$ cat src/dfu_pkg.sv
// ----------------------------------------------------------------------------
// dfu_pkg: shared constants and types for the detrended fluctuation unit
// Field widths, register reset value and the status word of the serial units.
// ----------------------------------------------------------------------------
package dfu_pkg;

  localparam int MAX_WINDOW_DEF    = 64;
  localparam int INTERVAL_BITS_DEF = 12;

  localparam int RR_W       = 12;
  localparam int CFG_W      = 7;
  localparam int FLUCT_W    = 28;
  localparam int COUNT_W    = 24;
  localparam int TOTAL_W    = 56;
  localparam int FRAC_SHIFT = 16;

  localparam logic [CFG_W-1:0] WIN_RESET  = 7'd16;
  localparam int               MIN_WINDOW = 4;

  localparam logic [FLUCT_W-1:0] FLUCT_MAX = {FLUCT_W{1'b1}};
  localparam logic [COUNT_W-1:0] COUNT_MAX = {COUNT_W{1'b1}};
  localparam logic [TOTAL_W-1:0] TOTAL_MAX = {TOTAL_W{1'b1}};

  typedef struct packed {
    logic busy;
    logic done;
  } unit_status_t;

endpackage

$ cat src/dfu_channels.sv
// ----------------------------------------------------------------------------
// dfu_channels: valid/ready channels of the detrended fluctuation unit
// Configuration write channel, interval input channel and result channel.
// ----------------------------------------------------------------------------
interface dfu_cfg_if;
  logic                       valid;
  logic                       ready;
  logic [dfu_pkg::CFG_W-1:0]  window_size;
  modport source (output valid, output window_size, input ready);
  modport sink   (input valid, input window_size, output ready);
endinterface

interface dfu_in_if;
  logic                      valid;
  logic                      ready;
  logic [dfu_pkg::RR_W-1:0]  rr_ms;
  logic                      last_interval;
  modport source (output valid, output rr_ms, output last_interval, input ready);
  modport sink   (input valid, input rr_ms, input last_interval, output ready);
endinterface

interface dfu_out_if;
  logic                         valid;
  logic                         ready;
  logic [dfu_pkg::FLUCT_W-1:0]  fluctuation;
  logic [dfu_pkg::COUNT_W-1:0]  windows_used;
  logic                         no_window;
  modport source (output valid, output fluctuation, output windows_used,
                  output no_window, input ready);
  modport sink   (input valid, input fluctuation, input windows_used,
                  input no_window, output ready);
endinterface

$ cat src/detrended_fluctuation_unit.sv
// ----------------------------------------------------------------------------
// detrended_fluctuation_unit: single-scale DFA-1 over a stream of RR intervals
// Integrates intervals into a per-window profile, detrends each full window in
// closed form and reports the RMS residual on the word marked last.
// ----------------------------------------------------------------------------
//
//  channel    | dir | words carried                         | accepted when
//  -----------+-----+---------------------------------------+----------------
//  cfg        | in  | window_size (box size, clamped)       | valid & ready
//  intervals  | in  | rr_ms, last_interval                  | valid & ready
//  result     | out | fluctuation, windows_used, no_window  | valid & ready
//
//  Steps: an interval passes through the shift-add accumulation of the new
//  profile value. A word that closes a window adds ten serial multiplications,
//  their hand-over and a run of the restoring divider. The last word adds a
//  start step and, when windows were counted, a run of the divider and of the
//  bit-serial root, then the load of the output register.
//  Reset clears all series state and sets the box size to 16. cfg is always
//  ready. intervals is ready only between words; a waiting result stalls the
//  block only when the next result is ready to be loaded.
//
module detrended_fluctuation_unit #(
  parameter int MAX_WINDOW    = dfu_pkg::MAX_WINDOW_DEF,
  parameter int INTERVAL_BITS = dfu_pkg::INTERVAL_BITS_DEF
) (
  input  logic       clk,
  input  logic       rst,
  dfu_cfg_if.sink    cfg,
  dfu_in_if.sink     intervals,
  dfu_out_if.source  result
);

  // Widths follow from the largest box and interval
  localparam int MW   = $clog2(MAX_WINDOW + 1);
  localparam int LG   = $clog2(MAX_WINDOW);
  localparam int LPW  = INTERVAL_BITS + LG;
  localparam int SYW  = LPW + LG;
  localparam int SXW  = $clog2(MAX_WINDOW * (MAX_WINDOW + 1) / 2 + 1);
  localparam int SXYW = LPW + SXW;
  localparam int SYYW = 2 * LPW + LG;
  localparam int AW   = SYYW + MW;
  localparam int BW   = (SXYW + MW > SXW + SYW) ? SXYW + MW : SXW + SYW;
  localparam int KW   = 4 * MW;
  localparam int LW   = 5 * MW;
  localparam int NW   = AW + KW;
  localparam int B12W = 2 * BW + 4;
  localparam int RW   = (NW > B12W) ? NW : B12W;
  localparam int MPW0 = (SYW > KW) ? SYW : KW;
  localparam int MPW  = (BW > MPW0) ? BW : MPW0;
  localparam int FDW  = dfu_pkg::TOTAL_W + dfu_pkg::FRAC_SHIFT;
  localparam int DVW  = (RW > FDW) ? RW : FDW;
  localparam int DSW  = (LW > dfu_pkg::COUNT_W) ? LW : dfu_pkg::COUNT_W;
  localparam int SQW  = dfu_pkg::TOTAL_W;

  localparam logic [dfu_pkg::RR_W-1:0] RR_MASK =
    dfu_pkg::RR_W'((64'd1 << INTERVAL_BITS) - 64'd1);

  // Steps of the window-end sequence, one serial multiplication each
  localparam logic [3:0] OP_M_SYY  = 4'd0;
  localparam logic [3:0] OP_SY_SY  = 4'd1;
  localparam logic [3:0] OP_M_SXY  = 4'd2;
  localparam logic [3:0] OP_SX     = 4'd3;
  localparam logic [3:0] OP_SX_SY  = 4'd4;
  localparam logic [3:0] OP_B_SQ   = 4'd5;
  localparam logic [3:0] OP_M_M    = 4'd6;
  localparam logic [3:0] OP_K_D    = 4'd7;
  localparam logic [3:0] OP_A_K    = 4'd8;
  localparam logic [3:0] OP_M_K    = 4'd9;

  typedef enum logic [9:0] {
    S_IDLE  = 10'b0000000001,
    S_ACC   = 10'b0000000010,
    S_MGO   = 10'b0000000100,
    S_MWAIT = 10'b0000001000,
    S_RDEC  = 10'b0000010000,
    S_DGO   = 10'b0000100000,
    S_DWAIT = 10'b0001000000,
    S_FIN   = 10'b0010000000,
    S_SQRT  = 10'b0100000000,
    S_OUT   = 10'b1000000000
  } state_t;

  state_t state;

  logic [dfu_pkg::CFG_W-1:0] window_size;
  logic [MW-1:0]             eff;

  // Series state
  logic [MW-1:0]   pos;
  logic [LPW-1:0]  lp;
  logic [SYW-1:0]  sy;
  logic [SXYW-1:0] sxy;
  logic [SYYW-1:0] syy;
  logic [dfu_pkg::TOTAL_W-1:0] total;
  logic [dfu_pkg::COUNT_W-1:0] cnt;
  logic            last_q;

  // Bit-serial accumulation of j*y and y*y
  logic [LPW-1:0]  mplier;
  logic [SXYW-1:0] mj;
  logic [SYYW-1:0] mlp;

  // Window-end working registers
  logic [3:0]      op;
  logic [AW-1:0]   a_val;
  logic [BW-1:0]   p_val;
  logic [BW-1:0]   bmag;
  logic [SXW-1:0]  sx;
  logic [RW-1:0]   b12;
  logic [KW-1:0]   kval;
  logic [LW-1:0]   lval;
  logic [RW-1:0]   n1;
  logic            fin_div;

  // Root
  logic [SQW-1:0]  sq_v;
  logic [SQW-1:0]  sq_res;
  logic [SQW-1:0]  sq_bit;
  logic [SQW:0]    sq_tmp;
  logic [dfu_pkg::FLUCT_W-1:0] fl_res;

  // Output word
  logic                          out_valid;
  logic [dfu_pkg::FLUCT_W-1:0]   out_fl;
  logic [dfu_pkg::COUNT_W-1:0]   out_cnt;
  logic                          out_nw;

  // Serial units
  logic [RW-1:0]   mul_a;
  logic [MPW-1:0]  mul_b;
  logic [RW-1:0]   mul_p;
  dfu_pkg::unit_status_t mul_st;
  logic [DVW-1:0]  div_num;
  logic [DSW-1:0]  div_den;
  logic [DVW-1:0]  div_q;
  dfu_pkg::unit_status_t div_st;

  logic [dfu_pkg::RR_W-1:0] rr_used;
  logic [MW-1:0]   pos_inc;
  logic [LPW-1:0]  lp_new;
  logic [BW-1:0]   q_val;
  logic [dfu_pkg::TOTAL_W-1:0] r_sat;
  logic [dfu_pkg::TOTAL_W:0]   sum_total;

  // Clamp the box size to the supported range
  always_comb begin
    if (int'(window_size) < dfu_pkg::MIN_WINDOW) begin
      eff = MW'(dfu_pkg::MIN_WINDOW);
    end else if (int'(window_size) > MAX_WINDOW) begin
      eff = MW'(MAX_WINDOW);
    end else begin
      eff = MW'(window_size);
    end
  end

  assign rr_used = intervals.rr_ms & RR_MASK;
  assign pos_inc = pos + 1'b1;
  assign lp_new  = lp + LPW'(rr_used);

  // Operand selection for each window-end step
  always_comb begin
    case (op)
      OP_M_SYY: begin mul_a = RW'(syy);   mul_b = MPW'(pos);               end
      OP_SY_SY: begin mul_a = RW'(sy);    mul_b = MPW'(sy);                end
      OP_M_SXY: begin mul_a = RW'(sxy);   mul_b = MPW'(pos);               end
      OP_SX:    begin mul_a = RW'(pos);
                      mul_b = MPW'({1'b0, pos} + (MW + 1)'(1));            end
      OP_SX_SY: begin mul_a = RW'(sx);    mul_b = MPW'(sy);                end
      OP_B_SQ:  begin mul_a = RW'(bmag);  mul_b = MPW'(bmag);              end
      OP_M_M:   begin mul_a = RW'(pos);   mul_b = MPW'(pos);               end
      OP_K_D:   begin mul_a = RW'(kval);  mul_b = MPW'(kval - 1'b1);       end
      OP_A_K:   begin mul_a = RW'(a_val); mul_b = MPW'(kval);              end
      OP_M_K:   begin mul_a = RW'(kval);  mul_b = MPW'(pos);               end
      default:  begin mul_a = '0;         mul_b = '0;                      end
    endcase
  end

  assign q_val = mul_p[BW-1:0];

  // Divider feeds: window residual or final mean square
  always_comb begin
    if (fin_div) begin
      div_num = DVW'(total) << dfu_pkg::FRAC_SHIFT;
      div_den = DSW'(cnt);
    end else begin
      div_num = DVW'(n1 - b12);
      div_den = DSW'(lval);
    end
  end

  assign r_sat = (div_q > DVW'(dfu_pkg::TOTAL_MAX)) ? dfu_pkg::TOTAL_MAX
                                                    : div_q[dfu_pkg::TOTAL_W-1:0];
  assign sum_total = {1'b0, total} + {1'b0, r_sat};
  assign sq_tmp    = {1'b0, sq_res} + {1'b0, sq_bit};

  dfu_serial_mul #(.A_W(RW), .B_W(MPW)) u_mul (
    .clk    (clk),
    .rst    (rst),
    .start  (state == S_MGO),
    .a_in   (mul_a),
    .b_in   (mul_b),
    .prod   (mul_p),
    .status (mul_st)
  );

  dfu_serial_div #(.NUM_W(DVW), .DEN_W(DSW)) u_div (
    .clk    (clk),
    .rst    (rst),
    .start  (state == S_DGO),
    .num_in (div_num),
    .den_in (div_den),
    .quo    (div_q),
    .status (div_st)
  );

  always_ff @(posedge clk) begin
    if (rst) begin
      state       <= S_IDLE;
      window_size <= dfu_pkg::WIN_RESET;
      out_valid   <= 1'b0;
      pos         <= '0;
      lp          <= '0;
      sy          <= '0;
      sxy         <= '0;
      syy         <= '0;
      total       <= '0;
      cnt         <= '0;
      last_q      <= 1'b0;
      fin_div     <= 1'b0;
      op          <= OP_M_SYY;
    end else begin
      if (cfg.valid) begin
        window_size <= cfg.window_size;
      end
      // Drop the taken word; the output stage reloads it itself
      if (result.ready && state != S_OUT) begin
        out_valid <= 1'b0;
      end
      case (state)
        S_IDLE: begin
          // Take one word: extend the profile and start the serial products
          if (intervals.valid) begin
            pos    <= pos_inc;
            lp     <= lp_new;
            sy     <= sy + SYW'(lp_new);
            last_q <= intervals.last_interval;
            mplier <= lp_new;
            mj     <= SXYW'(pos_inc);
            mlp    <= SYYW'(lp_new);
            state  <= S_ACC;
          end
        end
        S_ACC: begin
          if (mplier == '0) begin
            if (pos >= eff) begin
              op    <= OP_M_SYY;
              state <= S_MGO;
            end else if (last_q) begin
              state <= S_FIN;
            end else begin
              state <= S_IDLE;
            end
          end else begin
            if (mplier[0]) begin
              sxy <= sxy + mj;
              syy <= syy + mlp;
            end
            mplier <= mplier >> 1;
            mj     <= mj << 1;
            mlp    <= mlp << 1;
          end
        end
        S_MGO: begin
          state <= S_MWAIT;
        end
        S_MWAIT: begin
          if (mul_st.done) begin
            case (op)
              OP_M_SYY: a_val <= mul_p[AW-1:0];
              OP_SY_SY: a_val <= a_val - mul_p[AW-1:0];
              OP_M_SXY: p_val <= mul_p[BW-1:0];
              OP_SX:    sx    <= mul_p[SXW:1];
              OP_SX_SY: bmag  <= (p_val >= q_val) ? p_val - q_val : q_val - p_val;
              OP_B_SQ:  b12   <= (mul_p << 3) + (mul_p << 2);
              OP_M_M:   kval  <= mul_p[KW-1:0];
              OP_K_D:   kval  <= mul_p[KW-1:0];
              OP_A_K:   n1    <= mul_p;
              OP_M_K:   lval  <= mul_p[LW-1:0];
              default:  a_val <= a_val;
            endcase
            if (op == OP_M_K) begin
              state <= S_RDEC;
            end else begin
              op    <= op + 4'd1;
              state <= S_MGO;
            end
          end
        end
        S_RDEC: begin
          // A negative numerator floors to a zero residual
          if (n1 < b12) begin
            if (cnt != dfu_pkg::COUNT_MAX) begin
              cnt <= cnt + 1'b1;
            end
            pos   <= '0;
            lp    <= '0;
            sy    <= '0;
            sxy   <= '0;
            syy   <= '0;
            state <= last_q ? S_FIN : S_IDLE;
          end else begin
            fin_div <= 1'b0;
            state   <= S_DGO;
          end
        end
        S_DGO: begin
          state <= S_DWAIT;
        end
        S_DWAIT: begin
          if (div_st.done) begin
            if (!fin_div) begin
              total <= sum_total[dfu_pkg::TOTAL_W] ? dfu_pkg::TOTAL_MAX
                                                   : sum_total[dfu_pkg::TOTAL_W-1:0];
              if (cnt != dfu_pkg::COUNT_MAX) begin
                cnt <= cnt + 1'b1;
              end
              pos   <= '0;
              lp    <= '0;
              sy    <= '0;
              sxy   <= '0;
              syy   <= '0;
              state <= last_q ? S_FIN : S_IDLE;
            end else if (div_q[DVW-1:SQW] != '0) begin
              fl_res <= dfu_pkg::FLUCT_MAX;
              state  <= S_OUT;
            end else begin
              sq_v   <= div_q[SQW-1:0];
              sq_res <= '0;
              sq_bit <= SQW'(1) << (SQW - 2);
              state  <= S_SQRT;
            end
          end
        end
        S_FIN: begin
          if (cnt == '0) begin
            fl_res <= '0;
            state  <= S_OUT;
          end else begin
            fin_div <= 1'b1;
            state   <= S_DGO;
          end
        end
        S_SQRT: begin
          // Two radicand bits a step
          if (sq_bit == '0) begin
            fl_res <= dfu_pkg::FLUCT_W'(sq_res);
            state  <= S_OUT;
          end else begin
            if ({1'b0, sq_v} >= sq_tmp) begin
              sq_v   <= sq_v - sq_tmp[SQW-1:0];
              sq_res <= (sq_res >> 1) + sq_bit;
            end else begin
              sq_res <= sq_res >> 1;
            end
            sq_bit <= sq_bit >> 2;
          end
        end
        S_OUT: begin
          // Hold until the output register is free, then drop the series
          if (!out_valid || result.ready) begin
            out_valid <= 1'b1;
            out_fl    <= fl_res;
            out_cnt   <= cnt;
            out_nw    <= (cnt == '0);
            pos       <= '0;
            lp        <= '0;
            sy        <= '0;
            sxy       <= '0;
            syy       <= '0;
            total     <= '0;
            cnt       <= '0;
            state     <= S_IDLE;
          end
        end
        default: begin
          state <= S_IDLE;
        end
      endcase
    end
  end

  assign cfg.ready           = 1'b1;
  assign intervals.ready     = (state == S_IDLE);
  assign result.valid        = out_valid;
  assign result.fluctuation  = out_fl;
  assign result.windows_used = out_cnt;
  assign result.no_window    = out_nw;

endmodule

$ cat src/dfu_serial_mul.sv
// ----------------------------------------------------------------------------
// dfu_serial_mul: shift-add multiplier, one multiplier bit per cycle
// Stops as soon as the remaining multiplier bits are all zero.
// ----------------------------------------------------------------------------
module dfu_serial_mul #(
  parameter int A_W = 64,
  parameter int B_W = 32
) (
  input  logic                  clk,
  input  logic                  rst,
  input  logic                  start,
  input  logic [A_W-1:0]        a_in,
  input  logic [B_W-1:0]        b_in,
  output logic [A_W-1:0]        prod,
  output dfu_pkg::unit_status_t status
);

  logic           busy;
  logic [A_W-1:0] mcand;
  logic [B_W-1:0] mplier;
  logic [A_W-1:0] acc;

  always_ff @(posedge clk) begin
    if (rst) begin
      busy <= 1'b0;
    end else if (start) begin
      busy <= 1'b1;
    end else if (busy && mplier == '0) begin
      busy <= 1'b0;
    end
  end

  always_ff @(posedge clk) begin
    if (start) begin
      mcand  <= a_in;
      mplier <= b_in;
      acc    <= '0;
    end else if (busy && mplier != '0) begin
      if (mplier[0]) begin
        acc <= acc + mcand;
      end
      mcand  <= mcand << 1;
      mplier <= mplier >> 1;
    end
  end

  assign prod        = acc;
  assign status.busy = busy;
  assign status.done = busy && (mplier == '0);

endmodule

$ cat src/dfu_serial_div.sv
// ----------------------------------------------------------------------------
// dfu_serial_div: restoring divider, one quotient bit per cycle
// Divisor must be nonzero; the remainder is dropped.
// ----------------------------------------------------------------------------
module dfu_serial_div #(
  parameter int NUM_W = 78,
  parameter int DEN_W = 35
) (
  input  logic                  clk,
  input  logic                  rst,
  input  logic                  start,
  input  logic [NUM_W-1:0]      num_in,
  input  logic [DEN_W-1:0]      den_in,
  output logic [NUM_W-1:0]      quo,
  output dfu_pkg::unit_status_t status
);

  localparam int CNT_W = $clog2(NUM_W + 1);

  logic             busy;
  logic [CNT_W-1:0] cnt;
  logic [DEN_W-1:0] rem;
  logic [DEN_W-1:0] den;
  logic [DEN_W:0]   shifted;
  logic             ge;

  assign shifted = {rem, quo[NUM_W-1]};
  assign ge      = shifted >= {1'b0, den};

  always_ff @(posedge clk) begin
    if (rst) begin
      busy <= 1'b0;
      cnt  <= '0;
    end else if (start) begin
      busy <= 1'b1;
      cnt  <= CNT_W'(NUM_W);
    end else if (busy) begin
      if (cnt == '0) begin
        busy <= 1'b0;
      end else begin
        cnt <= cnt - 1'b1;
      end
    end
  end

  always_ff @(posedge clk) begin
    if (start) begin
      rem <= '0;
      quo <= num_in;
      den <= den_in;
    end else if (busy && cnt != '0) begin
      rem <= ge ? DEN_W'(shifted - {1'b0, den}) : shifted[DEN_W-1:0];
      quo <= {quo[NUM_W-2:0], ge};
    end
  end

  assign status.busy = busy;
  assign status.done = busy && (cnt == '0);

endmodule

$ cat src/flat_wrapper.sv
// flat-port wrapper written by rule: the top's interface ports become plain ports
module detrended_fluctuation_unit_flat 
#(
  parameter int MAX_WINDOW    = dfu_pkg::MAX_WINDOW_DEF,
  parameter int INTERVAL_BITS = dfu_pkg::INTERVAL_BITS_DEF
)
  (clk, rst, cfg_valid, cfg_window_size, cfg_ready, intervals_valid, intervals_rr_ms, intervals_last_interval, intervals_ready, result_valid, result_fluctuation, result_windows_used, result_no_window, result_ready);
  dfu_cfg_if cfg_i ();
  dfu_in_if intervals_i ();
  dfu_out_if result_i ();
  input  logic clk;
  input  logic rst;
  input wire logic [$bits(cfg_i.valid)-1:0] cfg_valid;
  input wire logic [$bits(cfg_i.window_size)-1:0] cfg_window_size;
  output wire logic [$bits(cfg_i.ready)-1:0] cfg_ready;
  input wire logic [$bits(intervals_i.valid)-1:0] intervals_valid;
  input wire logic [$bits(intervals_i.rr_ms)-1:0] intervals_rr_ms;
  input wire logic [$bits(intervals_i.last_interval)-1:0] intervals_last_interval;
  output wire logic [$bits(intervals_i.ready)-1:0] intervals_ready;
  output wire logic [$bits(result_i.valid)-1:0] result_valid;
  output wire logic [$bits(result_i.fluctuation)-1:0] result_fluctuation;
  output wire logic [$bits(result_i.windows_used)-1:0] result_windows_used;
  output wire logic [$bits(result_i.no_window)-1:0] result_no_window;
  input wire logic [$bits(result_i.ready)-1:0] result_ready;
  assign cfg_i.valid = cfg_valid;
  assign cfg_i.window_size = cfg_window_size;
  assign cfg_ready = cfg_i.ready;
  assign intervals_i.valid = intervals_valid;
  assign intervals_i.rr_ms = intervals_rr_ms;
  assign intervals_i.last_interval = intervals_last_interval;
  assign intervals_ready = intervals_i.ready;
  assign result_valid = result_i.valid;
  assign result_fluctuation = result_i.fluctuation;
  assign result_windows_used = result_i.windows_used;
  assign result_no_window = result_i.no_window;
  assign result_i.ready = result_ready;
  detrended_fluctuation_unit #(.MAX_WINDOW(MAX_WINDOW), .INTERVAL_BITS(INTERVAL_BITS)) u_core (.clk(clk), .rst(rst), .cfg(cfg_i), .intervals(intervals_i), .result(result_i));
endmodule
$ cat config.mk
export PLATFORM = sky130hd
export DESIGN_NAME = detrended_fluctuation_unit_flat
export DESIGN_NICKNAME = d
export VERILOG_FILES = /design/src/dfu_pkg.sv /design/src/dfu_channels.sv /design/src/detrended_fluctuation_unit.sv /design/src/dfu_serial_mul.sv /design/src/dfu_serial_div.sv /design/src/flat_wrapper.sv
export SDC_FILE = /design/constraint.sdc
export NUM_CORES = 2
export LEC_CHECK = 0
export BUFFER_PORTS_ARGS = -buffer_cell sky130_fd_sc_hd__buf_2
export CORE_MARGIN = 10
export CORE_UTILIZATION = 51
export CTS_CLUSTER_SIZE = 20
export DETAILED_ROUTE_END_ITERATION = 10
export GPL_TIMING_DRIVEN = 0
export PLACE_DENSITY = 0.68
export SLEW_MARGIN = 20
export SYNTH_ARGS = -nofsm -noshare
export SYNTH_HDL_FRONTEND = slang
export SYNTH_SLANG_ARGS = --single-unit
$ cat constraint.sdc
create_clock -name clk -period 25.7 [get_ports clk]
set_clock_uncertainty 0.2 [all_clocks]
set_input_delay 6.425 -clock clk [delete_from_list [all_inputs] [get_ports clk]]
set_output_delay 6.425 -clock clk [all_outputs]
set_load 0.02 [all_outputs]
# --- Word-level counts from Yosys, hierarchy flattened ---
# Index checks and enable logic that the tools add are counted.
classes:
  addsub: 21
  magnitude_cmp: 8
  eq_ne: 42
  mux: 122
  bitwise_logic: 2
  n_reduce_logical: 60
ops:
  columns: ["cell", "n"]
  rows:
  - ["two-way mux 56 bit", 19]
  - ["case mux 56 bit (2 select lines)", 4]
  - ["case mux 49 bit (8 select lines)", 1]
  - ["two-way mux 78 bit", 5]
  - ["two-way mux 42 bit", 8]
  - ["two-way mux 24 bit", 10]
  - ["two-way mux 30 bit", 8]
  - ["case mux 37 bit (6 select lines)", 1]
  - ["case mux 42 bit (4 select lines)", 1]
  - ["adder 78 bit", 2]
  - ["two-way mux 28 bit", 5]
  - ["case mux 30 bit (4 select lines)", 1]
  - ["adder 56 x 56 -> 57 bit", 2]
  - ["two-way mux 37 bit", 3]
  - ["two-way mux 10 bit", 11]
  - ["two-way mux 18 bit", 6]
  - ["case mux 10 bit (10 select lines)", 1]
  - ["case mux 49 bit (2 select lines)", 1]
  - ["case mux 24 bit (4 select lines)", 1]
  - ["case mux 28 bit (3 select lines)", 1]
  - ["case mux 42 bit (2 select lines)", 1]
  - ["greater-than comparator 78 x 56 -> 1 bit, second input constant", 1]
  - ["< comparator 78 bit", 1]
  - ["subtractor 78 bit", 1]
  - ["76 further kinds", 160]
totals:
  regBits: 1268
  output_inout_bits: 56
  wordCells: 297

# --- Logic depth before layout (Yosys ltp) ---
depth:
  ltp_word: 7
  mapped_depth: 29
  ltp_nobuf: 28

# --- Modules after synthesis ---
# A second synthesis with hierarchy kept.
hier_totals:
  hier_cells: 9556
  area_unflattened_um2: 87133.6
modules_own_cells:
  columns: ["mod", "n_inst", "cells_per_inst", "area_per_inst_um2", "seq_area_each_um2"]
  rows:
  - ["detrended_fluctuation_unit", 1, 7502, 66511.3, 24413.4]
  - ["dfu_serial_mul", 1, 1298, 12278.0, 5034.8]
  - ["dfu_serial_div", 1, 756, 8344.3, 4254.1]

# --- Worst setup path before layout ---
# OpenSTA, ideal clock, no wires.
synth_timing:
  kind: "input to register"
  start: "in rst"
  end: "reg u_core.sq_v[0] (enable)"
  setup_ns: 0.555
  t_arrival_ns: 15.031
  t_required_ns: 24.945
  path_slack_ns: 9.914
  cell_stages: 3
  path_buffers: 1
  path_cell_list: "clkbuf_1 > a21oi_1 > a21boi_0"
synth_between:
  elab_chain_cells: 2
synth_rtl:
  columns: ["item", "line", "text"]
  rows:
  - ["start: declaration", "flat_wrapper.sv:12", "input logic rst;"]
  - ["NOT 1 bit (no line)", null, null]
  - ["AND reduction 7 bit (no line)", null, null]
  - ["end signal: assignment", "detrended_fluctuation_unit.sv:337", "sq_v <= div_q[SQW-1:0];"]
  - ["end signal: assignment", "detrended_fluctuation_unit.sv:360", "sq_v <= sq_v - sq_tmp[SQW-1:0];"]
  - ["end: declaration", "detrended_fluctuation_unit.sv:116", "logic [SQW-1:0] sq_v;"]
# Every way passes these cells.
# A chain may end at the register's enable or synchronous reset.

# --- Worst setup path after layout ---
layout_timing:
  start: "in intervals_rr_ms[1]"
  end: "reg u_core.sy[23]"
layout_between:
  elab_chain_cells: 4
layout_rtl:
  columns: ["item", "line", "text"]
  rows:
  - ["start: declaration", "flat_wrapper.sv:17", "input wire logic [$bits(intervals_i.rr_ms)-1:0] intervals_rr_ms;"]
  - ["adder 18 x 12 -> 18 bit", "detrended_fluctuation_unit.sv:158", "assign lp_new = lp + LPW'(rr_used);"]
  - ["adder 24 x 18 -> 24 bit", "detrended_fluctuation_unit.sv:245", "sy <= sy + SYW'(lp_new);"]
  - ["two-way mux 24 bit", "detrended_fluctuation_unit.sv:242", "if (intervals.valid) begin"]
  - ["case mux 24 bit (4 select lines)", "detrended_fluctuation_unit.sv:239", "case (state)"]
  - ["end signal: assignment", "detrended_fluctuation_unit.sv:245", null]
  - ["end: declaration", "detrended_fluctuation_unit.sv:91", "logic [SYW-1:0] sy;"]
# Every way passes these cells. The select of a mux whose other input is x is not followed.

==> out/metrics.cfg <==
[sta]
finalCriticalPeriod_ps = 11070
hold_ws_ps = 210
rsz0062_at_grt = no
setup_violations = 0
finalCritPeriodShare_pct = 43.1
fmax_mhz = 90.3
slew_headroom_pct = 16.4
maxSlewViolCount = 0
hold_violations = 0
fin_tns_setup_ps = 0
tightest_slew_ps = 1250

[worst_setup_path]
path_buf_inv = 1
critPathLaunchType = input pin
path_class = input pin to register
critPathTopFamily = compound AO/OA/AOI/OAI gates
slowest_delay_ps = 820
cp_slowest_cell = nor4_1
critPathMaxFanout = 3
crit_required_ps = 26170
cp_common_cell = a21oi_1
crit_path_end_kind = register
worstPathCellList = buf_2 > ha_1 > a21o_1 > a21oi_1 > o21bai_1 > a21oi_1 > o21bai_1 > a21oi_1 > o211a_1 > a21boi_0 > ha_1 > or2_2 > a21oi_1 > a31oi_1 > nand4_1 > nand3_1 > o31a_1 > nor4_1 > nor4_1 > xnor2_1 > nor2_1
worstPathArrival_ps = 11540

[pwr]
seqPwrFrac_pct = 44.2
p_comb_share_pct = 15.6
powerDensity_mw_per_mm2 = 57.5
leakage_nw = 37.4
pwr-share-clk_pct = 40.3
power.internal_mw = 3.80
ir_drop_v = 0.0000697
power_switching_mw = 1.53
p_sw_share_pct = 28.7

[detailed_routing]
wl_um = 281000
vias = 73200
avgViaCountPerCell = 6.20
drcViolationCount = 0
wl_per_cell_um = 23.8
ant_nets = 0
drtPass1Iterations = 9
drtIter0Drc = 7847

[global_routing]
grt_max_degree = 60
grt_pass1_vias = 69500
grt_pass1_wl_um = 421000
grt.total_usage_pct = 29.9
antenna_found_initial = 8
grt.overflow.total = 0

[placement]
portBuffers = 78
place_area_mm2 = 0.0878
hpwlAfterDp_um = 218000
routabilityCongestion = 1.02

[logic_synthesis]
synth-async-reset-ratio_pct = 0
yosysSeqAreaShare_pct = 40.3
synth_xor_area_share_pct = 6.61
muxShareOfSynthArea_pct = 0.671
synth-compound-area-share_pct = 22.0
synth_fa_ha_area_share_pct = 10.3
synth-main-ff-cell = edfxtp_1
yosys_warnings = 0
synth_top_cell_by_area = edfxtp_1
synthCells = 9219
ys_types = 100
synth_area_leaders = edfxtp_1 (32%), ha_1 (10%), dfxtp_1 (8.3%), a21oi_1 (5.1%), nand2_1 (4.3%)
netlist_area_mm2 = 0.0837
ys_ff_latch = 1238
synthSimpleGateAreaFrac_pct = 16.4
syn_area_per_cell_um2 = 9.08
synth_top_area_share_pct = 32.0
syn_nets = 9927
synth_top_family_by_area = compound AO/OA/AOI/OAI gates
synth_edf_count = 891

[layout]
layout_common_cells = nand2_1 (957), edfxtp_1 (891), a21oi_1 (854)
fin_area_mm2 = 0.0927
syn_to_final_growth_pct = 10.7
layout_commonest_cell = nand2_1
drive_gt1_share_pct = 5.35
nNetsFinal = 10200

[die]
die_area_mm2 = 0.181
initial_core_util_pct = 51.4
rows = 148
coreArea_mm2 = 0.163
die_width_um = 425
boundaryPins = 81
die_h_um = 425

[run]
maxCapViolations = 0

[clock_tree]
cts_resized = 0
cts_inserted_buffers = 144
root_buffer = clkbuf_16
clock_path_buffers = 3
tritoncts = done
path_clk_slew_ps = 60
post_cts_buffers = 0
clkLatencyLatePin_ps = 800
cts_max_level = 4
hold_buffers = 0
clock_sinks = 1238

[run_status]
status = finished clean

[min_path]
hold_class = register to register

worst paths after layout:
check | start | to | slack, ps | cells after the start
setup / recovery | intervals_rr_ms[1] | u_core.sy[23] | 14630 | 21
hold / removal | u_core.fl_res[11] | u_core.result.fluctuation[11] | 210 | 0
setup reg to reg | u_core.sq_bit[2] | u_core.sq_v[4] | 16630 | 29
hold reg to reg | u_core.fl_res[11] | u_core.result.fluctuation[11] | 210 | 0
synth_stat cells (26+ instances only):
library cell    n
mux2i_1        28
o21bai_1      108
o21ai_1        46
nand3_1       217
nor2b_1       109
a31oi_1       182
a211oi_1      110
nor4_1         69
edfxtp_1      891
or3_1          66
inv_1         363
nand2b_1      145
a21oi_1       855
o31ai_1        56
o21ai_0       605
or2_2          29
o21a_1         90
xor2_1        279
nor2_1        690
nand4_1       132
a222oi_1       60
and2_1        162
xnor2_1       353
a22oi_1        72
o211ai_1       34
nand2_1       958
dfxtp_1       347
a21o_1        398
nor3_1        133
a221oi_1       29
ha_1          670
clkbuf_1      397
buf_1          26
and3_1         84
power by group through the flow:
stage / sequential [mW] / combinational [mW] / clock, mW
6_report: 2.35 / 0.829 / 2.14
5_1_grt: 2.36 / 0.914 / 2.23
4_1_cts: 2.35 / 0.815 / 2.16
3_5_place_dp: 2.39 / 0.807 / 0
3_3_place_gp: 2.40 / 0.772 / 0
2_1_floorplan: 2.34 / 0.601 / 0
state kept, by name, summed over array words and instances, names as in the netlist, 30 cells and up:
register / cells
u_core.n1: 78
u_core.u_div.quo: 78
u_core.u_mul.mcand: 78
u_core.u_mul.prod: 78
u_core.b12: 76
u_core.sq_res: 56
u_core.sq_v: 56
u_core.total: 56
u_core.a_val: 49
u_core.mlp: 42
u_core.syy: 42
u_core.bmag: 37
u_core.p_val: 37
u_core.u_mul.mplier: 37
u_core.lval: 35
u_core.u_div.den: 35
u_core.u_div.rem: 35
u_core.mj: 30
u_core.sxy: 30
area by class of cell:
class,instances,area [um2]
buffer,445,1710
clock inverter,78,823
clock buffer,192,4050
inverter,363,1370
tap,2175,2720
sequential,1238,33700
fill,14600,70300
multi-input combinational,7173,47100
antenna,6,15.0
timing repair buffer,129,1130
metrics by stage:
| stage | worst slack, ps | instances | util, % | total power [mW] |
|---|---|---|---|---|
| final | 14630 | 11800 | 56.9 | 5.32 |
| after global routing | 14270 | 11800 | 56.9 | 5.50 |
| after CTS | 14800 | 11800 | 56.9 | 5.32 |
| after detailed placement | 13970 | 11500 | 53.9 | 3.19 |
| after global placement | 5300 | 11500 | 53.3 | 3.18 |
| after floorplan | 9910 | 9219 | - | 2.94 |
layer usage:
metal	vias up	track usage, %	routed length, um
li1	34500	-	-
met3	704	4.62	20400
met5	-	0	32
met4	4	17.5	19100
met1	35000	38.6	116000
met2	2960	47.5	125000
cells by family after synthesis:
family                   Yosys count
other                              1
buffers and inverters            808
XOR/XNOR                         632
AND/OR/NAND/NOR                 2896
flip-flops                      1238
AO/OA/AOI/OAI                   2908
multiplexers                      53
adder cells (fa/ha/maj)          683
No activity file was read; power rests on OpenSTA's default activity.
